===== config.mk =====
export PLATFORM = sky130hd
export DESIGN_NAME = kernel_response_deframer
export DESIGN_NICKNAME = d
export VERILOG_FILES = /design/src/sv/krd_pkg.sv /design/src/sv/kernel_response_deframer.sv
export SDC_FILE = /design/constraint.sdc
export NUM_CORES = 1
export LEC_CHECK = 0
export BUFFER_PORTS_ARGS = -buffer_cell sky130_fd_sc_hd__buf_2
export CAP_MARGIN = 20
export CELL_PAD_IN_SITES_DETAIL_PLACEMENT = 1
export CELL_PAD_IN_SITES_GLOBAL_PLACEMENT = 1
export CORE_MARGIN = 10
export CORE_UTILIZATION = 45
export DETAILED_ROUTE_END_ITERATION = 8
export GPL_TIMING_DRIVEN = 0
export PLACE_DENSITY_LB_ADDON = 0.1
export SYNTH_ARGS = -nofsm -noshare
export SYNTH_HDL_FRONTEND = slang
export SYNTH_SLANG_ARGS = --single-unit

===== constraint.sdc =====
create_clock -name clk -period 6.77 [get_ports clk]
set_input_delay 1.354 -clock clk [delete_from_list [all_inputs] [get_ports clk]]
set_output_delay 1.354 -clock clk [all_outputs]
set_load 0.01 [all_outputs]

===== src/sv/krd_pkg.sv =====
// Shared types and constants for the kernel response deframer.
`default_nettype none
package krd_pkg;

  // Frame marker bytes
  localparam logic [7:0] PREAMBLE1 = 8'hBE;
  localparam logic [7:0] PREAMBLE2 = 8'hEF;

  // Register reset value
  localparam logic [15:0] MAX_PAYLOAD_RST = 16'd256;

  // Result kinds
  localparam logic [1:0] KIND_DATA = 2'd0;
  localparam logic [1:0] KIND_OK   = 2'd1;
  localparam logic [1:0] KIND_ERR  = 2'd2;

  // Error codes
  localparam logic [2:0] ERR_PRE1    = 3'd0;
  localparam logic [2:0] ERR_PRE2    = 3'd1;
  localparam logic [2:0] ERR_ZEROLEN = 3'd2;
  localparam logic [2:0] ERR_BIG     = 3'd3;
  localparam logic [2:0] ERR_SUM     = 3'd4;
  localparam logic [2:0] ERR_TIMEOUT = 3'd5;

  // Receive phase, one-hot
  typedef enum logic [6:0] {
    PH_PRE1 = 7'b0000001,
    PH_PRE2 = 7'b0000010,
    PH_LENH = 7'b0000100,
    PH_LENL = 7'b0001000,
    PH_ID   = 7'b0010000,
    PH_DATA = 7'b0100000,
    PH_SUM  = 7'b1000000
  } phase_t;

  // One result beat
  typedef struct packed {
    logic [1:0]  kind;
    logic [7:0]  payload_byte;
    logic [7:0]  response_id;
    logic [15:0] payload_length;
    logic [2:0]  error_code;
  } result_t;

endpackage
`default_nettype wire


===== src/sv/kernel_response_deframer.sv =====
// Kernel response deframer: byte-stream frame parser with output skid stage.
//
// Usage:
//   Input channel (in_valid/in_ready) carries one event per beat: a received
//   byte (in_req_type = 0, in_rx_byte) or a read timeout (in_req_type = 1).
//   Output channel (out_valid/out_ready) carries at most one result per input
//   beat: a payload byte, a frame accept with ID and length, or an error code.
//   Payload bytes stream out before the checksum is known; a consumer drops
//   them when an error result follows.
//   cfg_we/cfg_wdata write max_payload; write it only while the block is idle.
// Timing:
//   Each input beat is parsed in the cycle it is accepted; its result, if any,
//   is registered in the output register, or in the skid register on a stall.
//   Throughput is one beat per cycle while in_ready is high (phase/checksum update).
// Reset (rst_n low, synchronous): parser returns to hunting for the first
//   preamble, checksum clears, max_payload returns to 256, no results pending.
// Stall: while out_ready is low one more result is held in a skid register;
//   once it is occupied in_ready drops until the output drains.
`default_nettype none
module kernel_response_deframer (
  input  wire logic        clk,
  input  wire logic        rst_n,
  // input channel
  input  wire logic        in_valid,
  output logic             in_ready,
  input  wire logic        in_req_type,
  input  wire logic [7:0]  in_rx_byte,
  // result channel
  output logic             out_valid,
  input  wire logic        out_ready,
  output logic [1:0]       out_kind,
  output logic [7:0]       out_payload_byte,
  output logic [7:0]       out_response_id,
  output logic [15:0]      out_payload_length,
  output logic [2:0]       out_error_code,
  // configuration
  input  wire logic        cfg_we,
  input  wire logic [15:0] cfg_wdata
);

  krd_pkg::phase_t  phase_r, phase_nxt;
  logic [7:0]       running_sum_r, running_sum_nxt;
  logic [15:0]      frame_length_r, frame_length_nxt;
  logic [15:0]      bytes_left_r, bytes_left_nxt;
  logic [7:0]       held_id_r, held_id_nxt;
  logic [15:0]      max_payload_r;

  logic             in_fire;
  logic             res_fire;
  krd_pkg::result_t res;
  logic [7:0]       sum_add;
  logic [15:0]      len_full;

  logic             out_valid_r;
  krd_pkg::result_t out_r;
  logic             skid_valid_r;
  krd_pkg::result_t skid_r;
  logic             out_free;

  assign in_ready = !skid_valid_r;
  assign in_fire  = in_valid && in_ready;
  assign out_free = !out_valid_r || out_ready;

  assign sum_add  = 8'(running_sum_r + in_rx_byte);
  assign len_full = {frame_length_r[15:8], in_rx_byte};

  // Parse one event: next phase, checksum, counters and result
  always_comb begin
    phase_nxt        = phase_r;
    running_sum_nxt  = running_sum_r;
    frame_length_nxt = frame_length_r;
    bytes_left_nxt   = bytes_left_r;
    held_id_nxt      = held_id_r;
    res_fire         = 1'b0;
    res              = '0;
    if (in_req_type) begin
      phase_nxt      = krd_pkg::PH_PRE1;
      res_fire       = 1'b1;
      res.kind       = krd_pkg::KIND_ERR;
      res.error_code = krd_pkg::ERR_TIMEOUT;
    end else begin
      unique case (phase_r)
        krd_pkg::PH_PRE2: begin
          if (in_rx_byte != krd_pkg::PREAMBLE2) begin
            phase_nxt      = krd_pkg::PH_PRE1;
            res_fire       = 1'b1;
            res.kind       = krd_pkg::KIND_ERR;
            res.error_code = krd_pkg::ERR_PRE2;
          end else begin
            running_sum_nxt = sum_add;
            phase_nxt       = krd_pkg::PH_LENH;
          end
        end
        krd_pkg::PH_LENH: begin
          frame_length_nxt = {in_rx_byte, 8'h00};
          running_sum_nxt  = sum_add;
          phase_nxt        = krd_pkg::PH_LENL;
        end
        krd_pkg::PH_LENL: begin
          running_sum_nxt = sum_add;
          if (len_full == 16'd0) begin
            frame_length_nxt = len_full;
            phase_nxt        = krd_pkg::PH_PRE1;
            res_fire         = 1'b1;
            res.kind         = krd_pkg::KIND_ERR;
            res.error_code   = krd_pkg::ERR_ZEROLEN;
          end else begin
            // store the payload count, length field minus the ID byte
            frame_length_nxt = len_full - 16'd1;
            phase_nxt        = krd_pkg::PH_ID;
          end
        end
        krd_pkg::PH_ID: begin
          held_id_nxt     = in_rx_byte;
          running_sum_nxt = sum_add;
          if (frame_length_r > max_payload_r) begin
            phase_nxt      = krd_pkg::PH_PRE1;
            res_fire       = 1'b1;
            res.kind       = krd_pkg::KIND_ERR;
            res.error_code = krd_pkg::ERR_BIG;
          end else begin
            bytes_left_nxt = frame_length_r;
            phase_nxt      = (frame_length_r == 16'd0) ? krd_pkg::PH_SUM : krd_pkg::PH_DATA;
          end
        end
        krd_pkg::PH_DATA: begin
          running_sum_nxt  = sum_add;
          bytes_left_nxt   = bytes_left_r - 16'd1;
          if (bytes_left_r == 16'd1) begin
            phase_nxt = krd_pkg::PH_SUM;
          end
          res_fire         = 1'b1;
          res.kind         = krd_pkg::KIND_DATA;
          res.payload_byte = in_rx_byte;
        end
        krd_pkg::PH_SUM: begin
          phase_nxt = krd_pkg::PH_PRE1;
          res_fire  = 1'b1;
          if (in_rx_byte != running_sum_r) begin
            res.kind       = krd_pkg::KIND_ERR;
            res.error_code = krd_pkg::ERR_SUM;
          end else begin
            res.kind           = krd_pkg::KIND_OK;
            res.response_id    = held_id_r;
            res.payload_length = frame_length_r;
          end
        end
        default: begin
          // hunt for the first preamble byte
          if (in_rx_byte != krd_pkg::PREAMBLE1) begin
            phase_nxt      = krd_pkg::PH_PRE1;
            res_fire       = 1'b1;
            res.kind       = krd_pkg::KIND_ERR;
            res.error_code = krd_pkg::ERR_PRE1;
          end else begin
            running_sum_nxt = krd_pkg::PREAMBLE1;
            phase_nxt       = krd_pkg::PH_PRE2;
          end
        end
      endcase
    end
  end

  // Advance parser state on an accepted beat
  always_ff @(posedge clk) begin
    if (!rst_n) begin
      phase_r        <= krd_pkg::PH_PRE1;
      running_sum_r  <= 8'd0;
      frame_length_r <= 16'd0;
      bytes_left_r   <= 16'd0;
      held_id_r      <= 8'd0;
    end else if (in_fire) begin
      phase_r        <= phase_nxt;
      running_sum_r  <= running_sum_nxt;
      frame_length_r <= frame_length_nxt;
      bytes_left_r   <= bytes_left_nxt;
      held_id_r      <= held_id_nxt;
    end
  end

  // Capacity register
  always_ff @(posedge clk) begin
    if (!rst_n) begin
      max_payload_r <= krd_pkg::MAX_PAYLOAD_RST;
    end else if (cfg_we) begin
      max_payload_r <= cfg_wdata;
    end
  end

  // Output register and skid stage: hold on stall, drain skid first
  always_ff @(posedge clk) begin
    if (!rst_n) begin
      out_valid_r  <= 1'b0;
      skid_valid_r <= 1'b0;
    end else if (out_free) begin
      if (skid_valid_r) begin
        out_valid_r  <= 1'b1;
        skid_valid_r <= 1'b0;
      end else begin
        out_valid_r <= in_fire && res_fire;
      end
    end else if (in_fire && res_fire) begin
      skid_valid_r <= 1'b1;
    end
  end

  always_ff @(posedge clk) begin
    if (out_free) begin
      out_r <= skid_valid_r ? skid_r : res;
    end
    if (!out_free && !skid_valid_r) begin
      skid_r <= res;
    end
  end

  assign out_valid          = out_valid_r;
  assign out_kind           = out_r.kind;
  assign out_payload_byte   = out_r.payload_byte;
  assign out_response_id    = out_r.response_id;
  assign out_payload_length = out_r.payload_length;
  assign out_error_code     = out_r.error_code;

`ifndef ASSERT_OFF
  // skid only fills behind a stalled output
  a_skid_behind_out: assert property (@(posedge clk) disable iff (!rst_n)
    skid_valid_r |-> out_valid_r)
    else $error("skid holds a beat while output is empty");

  // a pending skid beat moves to the output once the receiver takes one
  a_skid_drains: assert property (@(posedge clk) disable iff (!rst_n)
    skid_valid_r && out_ready |=> out_valid_r && !skid_valid_r)
    else $error("skid beat not drained");

  // payload results only come from the payload phase
  a_data_in_phase: assert property (@(posedge clk) disable iff (!rst_n)
    in_fire && res_fire && (res.kind == krd_pkg::KIND_DATA)
      |-> (phase_r == krd_pkg::PH_DATA) && !in_req_type)
    else $error("payload beat outside payload phase");

  // payload countdown stays within the frame
  a_count_range: assert property (@(posedge clk) disable iff (!rst_n)
    (phase_r == krd_pkg::PH_DATA)
      |-> (bytes_left_r != 16'd0) && (bytes_left_r <= frame_length_r))
    else $error("payload count out of range");
`endif

endmodule
`default_nettype wire


After elaboration in Yosys (flattened, before gate mapping)
Cells that the tools add are included.
- bits in registers: 147
- input bits: 30
- output and inout port bits: 39
- logic and storage cells: 102
- $add $sub $neg: 3
- order comparisons: 1
- equality and inequality tests: 15
- muxes and demuxes: 40
- bitwise logic cells: 3
- reduce and logical (&&, ||, !) cells: 21
- operator list (kind ; number):
    16-bit one-hot mux with 2 select lines ; 2
    24-bit two-way mux ; 2
    7-bit one-hot mux with 6 select lines ; 1
    37-bit two-way mux ; 1
    16-bit logical NOT ; 2
    16-bit two-way mux ; 2
    32-bit two-way mux ; 1
    16-bit by 1-bit subtractor with 16-bit output (second input constant) ; 2
    7-bit two-way mux ; 4
    8-bit two-way mux ; 3
    8-bit one-hot mux with 3 select lines ; 1
    2-bit two-way mux ; 9
    16-bit by 1-bit == test with 1-bit output (second input constant) ; 1
    16-bit greater-than comparator ; 1
    8-bit != test (second input constant) ; 2
    3-bit one-hot mux with 4 select lines ; 1
    2-bit one-hot mux with 5 select lines ; 1
    3-bit two-way mux ; 3
    8-bit adder ; 1
    8-bit != test ; 1
    4-bit AND reduction ; 2
    7-bit by 2-bit == test with 1-bit output (second input constant) ; 1
    7-bit by 3-bit == test with 1-bit output (second input constant) ; 1
    7-bit by 4-bit == test with 1-bit output (second input constant) ; 1
    other kinds (19) ; 37

Depth between registers and ports, before layout
- depth in word-level cells: 6
- gate-level depth with buffers: 10
- gate-level depth less buffers: 10

Worst setup path after synthesis
Ideal clock, no wire load.
- path kind: input to register
- from: in out_ready
- to: reg skid_r[0] in the netlist's numbering, enable pin
- setup time: 0.431 ns
- data arrival time: 3.726 ns
- data required time: 6.339 ns
- setup slack: 2.613 ns
- stages on the path: 3
- buffers on the path: 0
- cell sequence: nor2b_1 inv_1 nor2_1
- cells in the longest elaborated chain, start to end: 3
- ends and longest elaborated chain (element ; line ; RTL):
    from (decl) ; kernel_response_deframer.sv:30 ; input wire logic out_ready,
    1-bit logical OR ; kernel_response_deframer.sv:62 ; assign out_free = !out_valid_r || out_ready;
    net out_free ; kernel_response_deframer.sv:58 ; logic out_free;
    1-bit logical NOT ; kernel_response_deframer.sv:211 ; if (!out_free && !skid_valid_r) begin
    1-bit logical AND ; kernel_response_deframer.sv:211 ;
    to (signal assigned) ; kernel_response_deframer.sv:212 ; skid_r <= res;
    to (decl) ; kernel_response_deframer.sv:57 ; krd_pkg::result_t skid_r;
The timed path passes the listed nets, and every way through them passes these cells.
A chain may end at the register's enable or synchronous reset.

==> out/qor.yml <==
placed_design:
  place_ws_ns: 2.679
  placement.io_buffers: 65
  gp_congestion: 0.8960
  place_inst: 1032
  post-dp-hpwl_mm: 16.71
synthesis:
  syn-num-nets: 803
  synth-seq-cells: 147
  ys_warn_count: 0
  syn_area_um2: 7486
  syn_area_per_cell_um2: 10.06
  synth_top_flop_cell: "edfxtp_1"
  synth_seq_area_share_pct: 49.21
  synthArstFlopShare_pct: 0
  synth.distinct_cells: 63
  synth_edf_count: 74
  syn_inst: 744
die:
  start_util_pct: 45.46
  fp-row-count: 47
  die_w_um: 149.0
  core_um2: 16470
  die_h_um: 149.0
  die_area_um2: 22200
  io_pins: 69
layout:
  drive_above_1_share_pct: 20.26
  nets: 890
  antenna_cells: 0
  fin_cells: 1064
  area_growth_pct: 16.98
sta:
  fin_worst_skew_ns: 0.007366
  slew_headroom_pct: 33.74
  setup_viol: 0
  hold_violations: 0
  setup_tns_ns: 0
  min_period_over_period_pct: 55.27
  worst_slew_pin_slew_ns: 0.9918
  slew_viol_final: 0
  min_period_ns: 3.742
  rsz0062_at_grt: "no"
  setup_ws_ns: 3.028
  fmax_mhz: 267.2
critical_path:
  crit_path_end: "out_payload_length[14]$_DFFE_PP_"
  path_delay_family: "simple AND/OR/NAND/NOR gates"
  crit_buf_inv: 2
  cp_cell_sequence: "buf_2, ha_1, nor3_1, nand3_1, nor3_1, clkbuf_1, and2_1, mux2_2"
  r2r_end: "out_kind[1]$_DFFE_PP_"
  crit_path_end_kind: "flip-flop"
  cp.required_ns: 7.08
  crit_cells: 8
  cp_slowest_stage_delay_ns: 0.77
  crit_path_top_delay_cell: "nor3_1"
  reg2reg_depth: 7
  critPathLaunch: "in_rx_byte[3]"
  crit_top_cell: "nor3_1"
  reg2reg_from: "frame_length_r[12]$_SDFFE_PN0P_"
  cp-start-kind: "input port"
  rrSetupSlack_ns: 3.71
  crit_fanout: 10
  path_class: "in -> reg"
  critical_path_arrival_ns: 4.05
global_routing:
  first_global_vias: 6551
  grt_pass1_wl_mm: 35.71
  use_met3_pct: 5.370
  gr-total-overflow: 0
  antenna_found_initial: 0
  gr-usage-met2_pct: 34.01
  grt_max_degree: 30
  top_usage_layer: "met2"
  met1_usage_pct: 24.98
  track_usage_pct: 20.38
pwr:
  power_leakage_nw: 3.391
  powerDensity_nw_per_um2: 238.2
  vdd_drop_max_mv: 0.1734
route:
  post-route-drc-count: 0
  viasPerCell: 5.832
  dr.pass1.iters: 5
  first_iter_violations: 415
  postRouteAntennaNets: 0
  routed_wirelength_mm: 22.70
  wl_per_cell_um: 21.34
  vias: 6205
cts:
  postCtsSetupBuffers: 0
  clk_pin_slew_ns: 0.07
  cts_max_level: 4
  cts_tree: "built"
  clkLatencyLatePin_ns: 0.43
  cts_resized: 0
  root_buffer: "clkbuf_16"
  cts_made_buffers: 17
  cts_buffer_depth: 2
  cts_num_sinks: 147
  hold_buffers: 0
status:
  status: "completed"
run:
  drv_cap: 0
hold_path:
  hold_start: "held_id_r[7]$_SDFFE_PN0P_"
  hp-class: "reg -> reg"
[cells in the mapped netlist (all sizes together), types with 4 or more instances]
cell type / number / share of area [%]
nor4b: 4 / 0.67
nand2b: 10 / 0.94
and3: 4 / 0.33
clkbuf: 36 / 1.8
and2: 32 / 2.7
or2: 8 / 0.67
edfxtp: 74 / 30
mux2i: 16 / 2.1
a21oi: 49 / 3.4
nand4: 10 / 0.84
nand3: 20 / 1.3
a31oi: 6 / 0.50
o211ai: 11 / 1.1
o21a: 4 / 0.40
nor2: 63 / 3.2
o31ai: 8 / 0.80
or4: 7 / 0.75
o21ai: 29 / 1.9
nor3b: 4 / 0.40
or3: 5 / 0.42
dfxtp: 73 / 20
nor4: 12 / 1.3
o311ai: 5 / 0.58
inv: 31 / 1.6
o22ai: 4 / 0.33
buf: 7 / 0.57
nor2b: 5 / 0.42
nand2: 61 / 3.1
ha: 28 / 4.7
mux2: 37 / 5.6
a211oi: 5 / 0.50
o221a: 7 / 1.1
xnor2: 10 / 1.2
a22oi: 8 / 0.80
nor3: 24 / 1.6
[worst reg2reg max path: stages (launching register included)]
cell,delay [ns]
dfxtp_1,0.68
ha_1,0.24
nand4_1,0.18
nor4_1,0.36
a31o_2,0.32
o22ai_1,0.15
or4_1,0.59
mux2_2,0.29
[metal layers]
metal | vias up | part of all wire [%]
li1 | 2907 | -
met1 | 3077 | 43
met2 | 188 | 48
met3 | 33 | 6.4
met4 | 0 | 2.0
met5 | - | 0
[state kept, by name (all words and copies together) (netlist names), 8 cells and up]
register	cells
bytes_left_r	16
frame_length_r	16
held_id_r	8
max_payload_r	16
out_payload_byte	8
out_payload_length	16
out_response_id	8
running_sum_r	8
skid_r	37
[worst min path at each step]
stage                           endpoint  slack [ns]  depth (start not counted)
2_1_floorplan  held_id_r[0]$_SDFFE_PN0P_        0.43                          2
3_3_place_gp   held_id_r[2]$_SDFFE_PN0P_        0.45                          2
3_5_place_dp   held_id_r[7]$_SDFFE_PN0P_        0.46                          2
4_1_cts        held_id_r[7]$_SDFFE_PN0P_        0.47                          2
5_1_grt        held_id_r[5]$_SDFFE_PN0P_        0.48                          2
6_report       held_id_r[7]$_SDFFE_PN0P_        0.47                          2
[power breakdown]
group,internal [mW],switching (mW),leakage (nW)
Sequential,0.961,0.00925,1.32
Clock,0.563,0.427,0.304
Combinational,0.0461,0.0796,1.77
[layout make-up]
type	count	area, um2
Clock buffer	17	425.4
Clock inverter	15	185.2
Sequential cell	147	3684
Multi-Input combinational cell	522	3512
Tap cell	220	275.3
Inverter	32	120.1
Timing Repair Buffer	68	377.9
Fill cell	1869	7709
Buffer	43	177.7
[placed cells by master, fill, tap and decap left out, types with 5 or more instances in the layout]
cell type | Yosys | layout
edfxtp_1 | 74 | 74
o21ai_0 | 29 | 29
nor2b_1 | 5 | 5
nor3_1 | 24 | 24
nand2b_1 | 9 | 9
a22oi_1 | 8 | 8
clkbuf_16 | 0 | 17
mux2_2 | 37 | 37
inv_1 | 31 | 31
nand4_1 | 10 | 10
o211ai_1 | 11 | 11
o311ai_0 | 5 | 5
buf_2 | 4 | 70
a211oi_1 | 5 | 5
or4_1 | 6 | 6
a31oi_1 | 6 | 6
or2_2 | 8 | 8
o221a_2 | 7 | 7
and2_1 | 32 | 32
inv_8 | 0 | 6
nor2_1 | 63 | 62
nand3_1 | 20 | 20
or3_1 | 5 | 5
dfxtp_1 | 73 | 73
clkbuf_1 | 36 | 36
nor4_1 | 10 | 10
nand2_1 | 61 | 61
o31ai_1 | 8 | 8
ha_1 | 28 | 28
mux2i_1 | 16 | 16
a21oi_1 | 48 | 48
xnor2_1 | 10 | 10
[metrics by stage]
stage | util, % | total power, mW | area, um2 | hold WS, ns
2_1_floorplan | - | 1.061 | 7486 | 0.4273
3_3_place_gp | 49.11 | 1.107 | 8087 | 0.4474
3_5_place_dp | 49.48 | 1.117 | 8147 | 0.4560
4_1_cts | 53.18 | 2.097 | 8757 | 0.4651
5_1_grt | 53.18 | 2.150 | 8757 | 0.4795
6_report | 53.18 | 2.086 | 8757 | 0.4666
[cells by family after synthesis]
kind of cell	Yosys count	share of synthesized area [%]
fa+ha+maj	29	4.947
simple gates	276	19.44
compound gates	153	13.44
buf+inv	75	3.978
flops	147	49.21
mux	53	7.705
xor+xnor	11	1.287
Note: power is estimated with default switching activity, not from simulation.
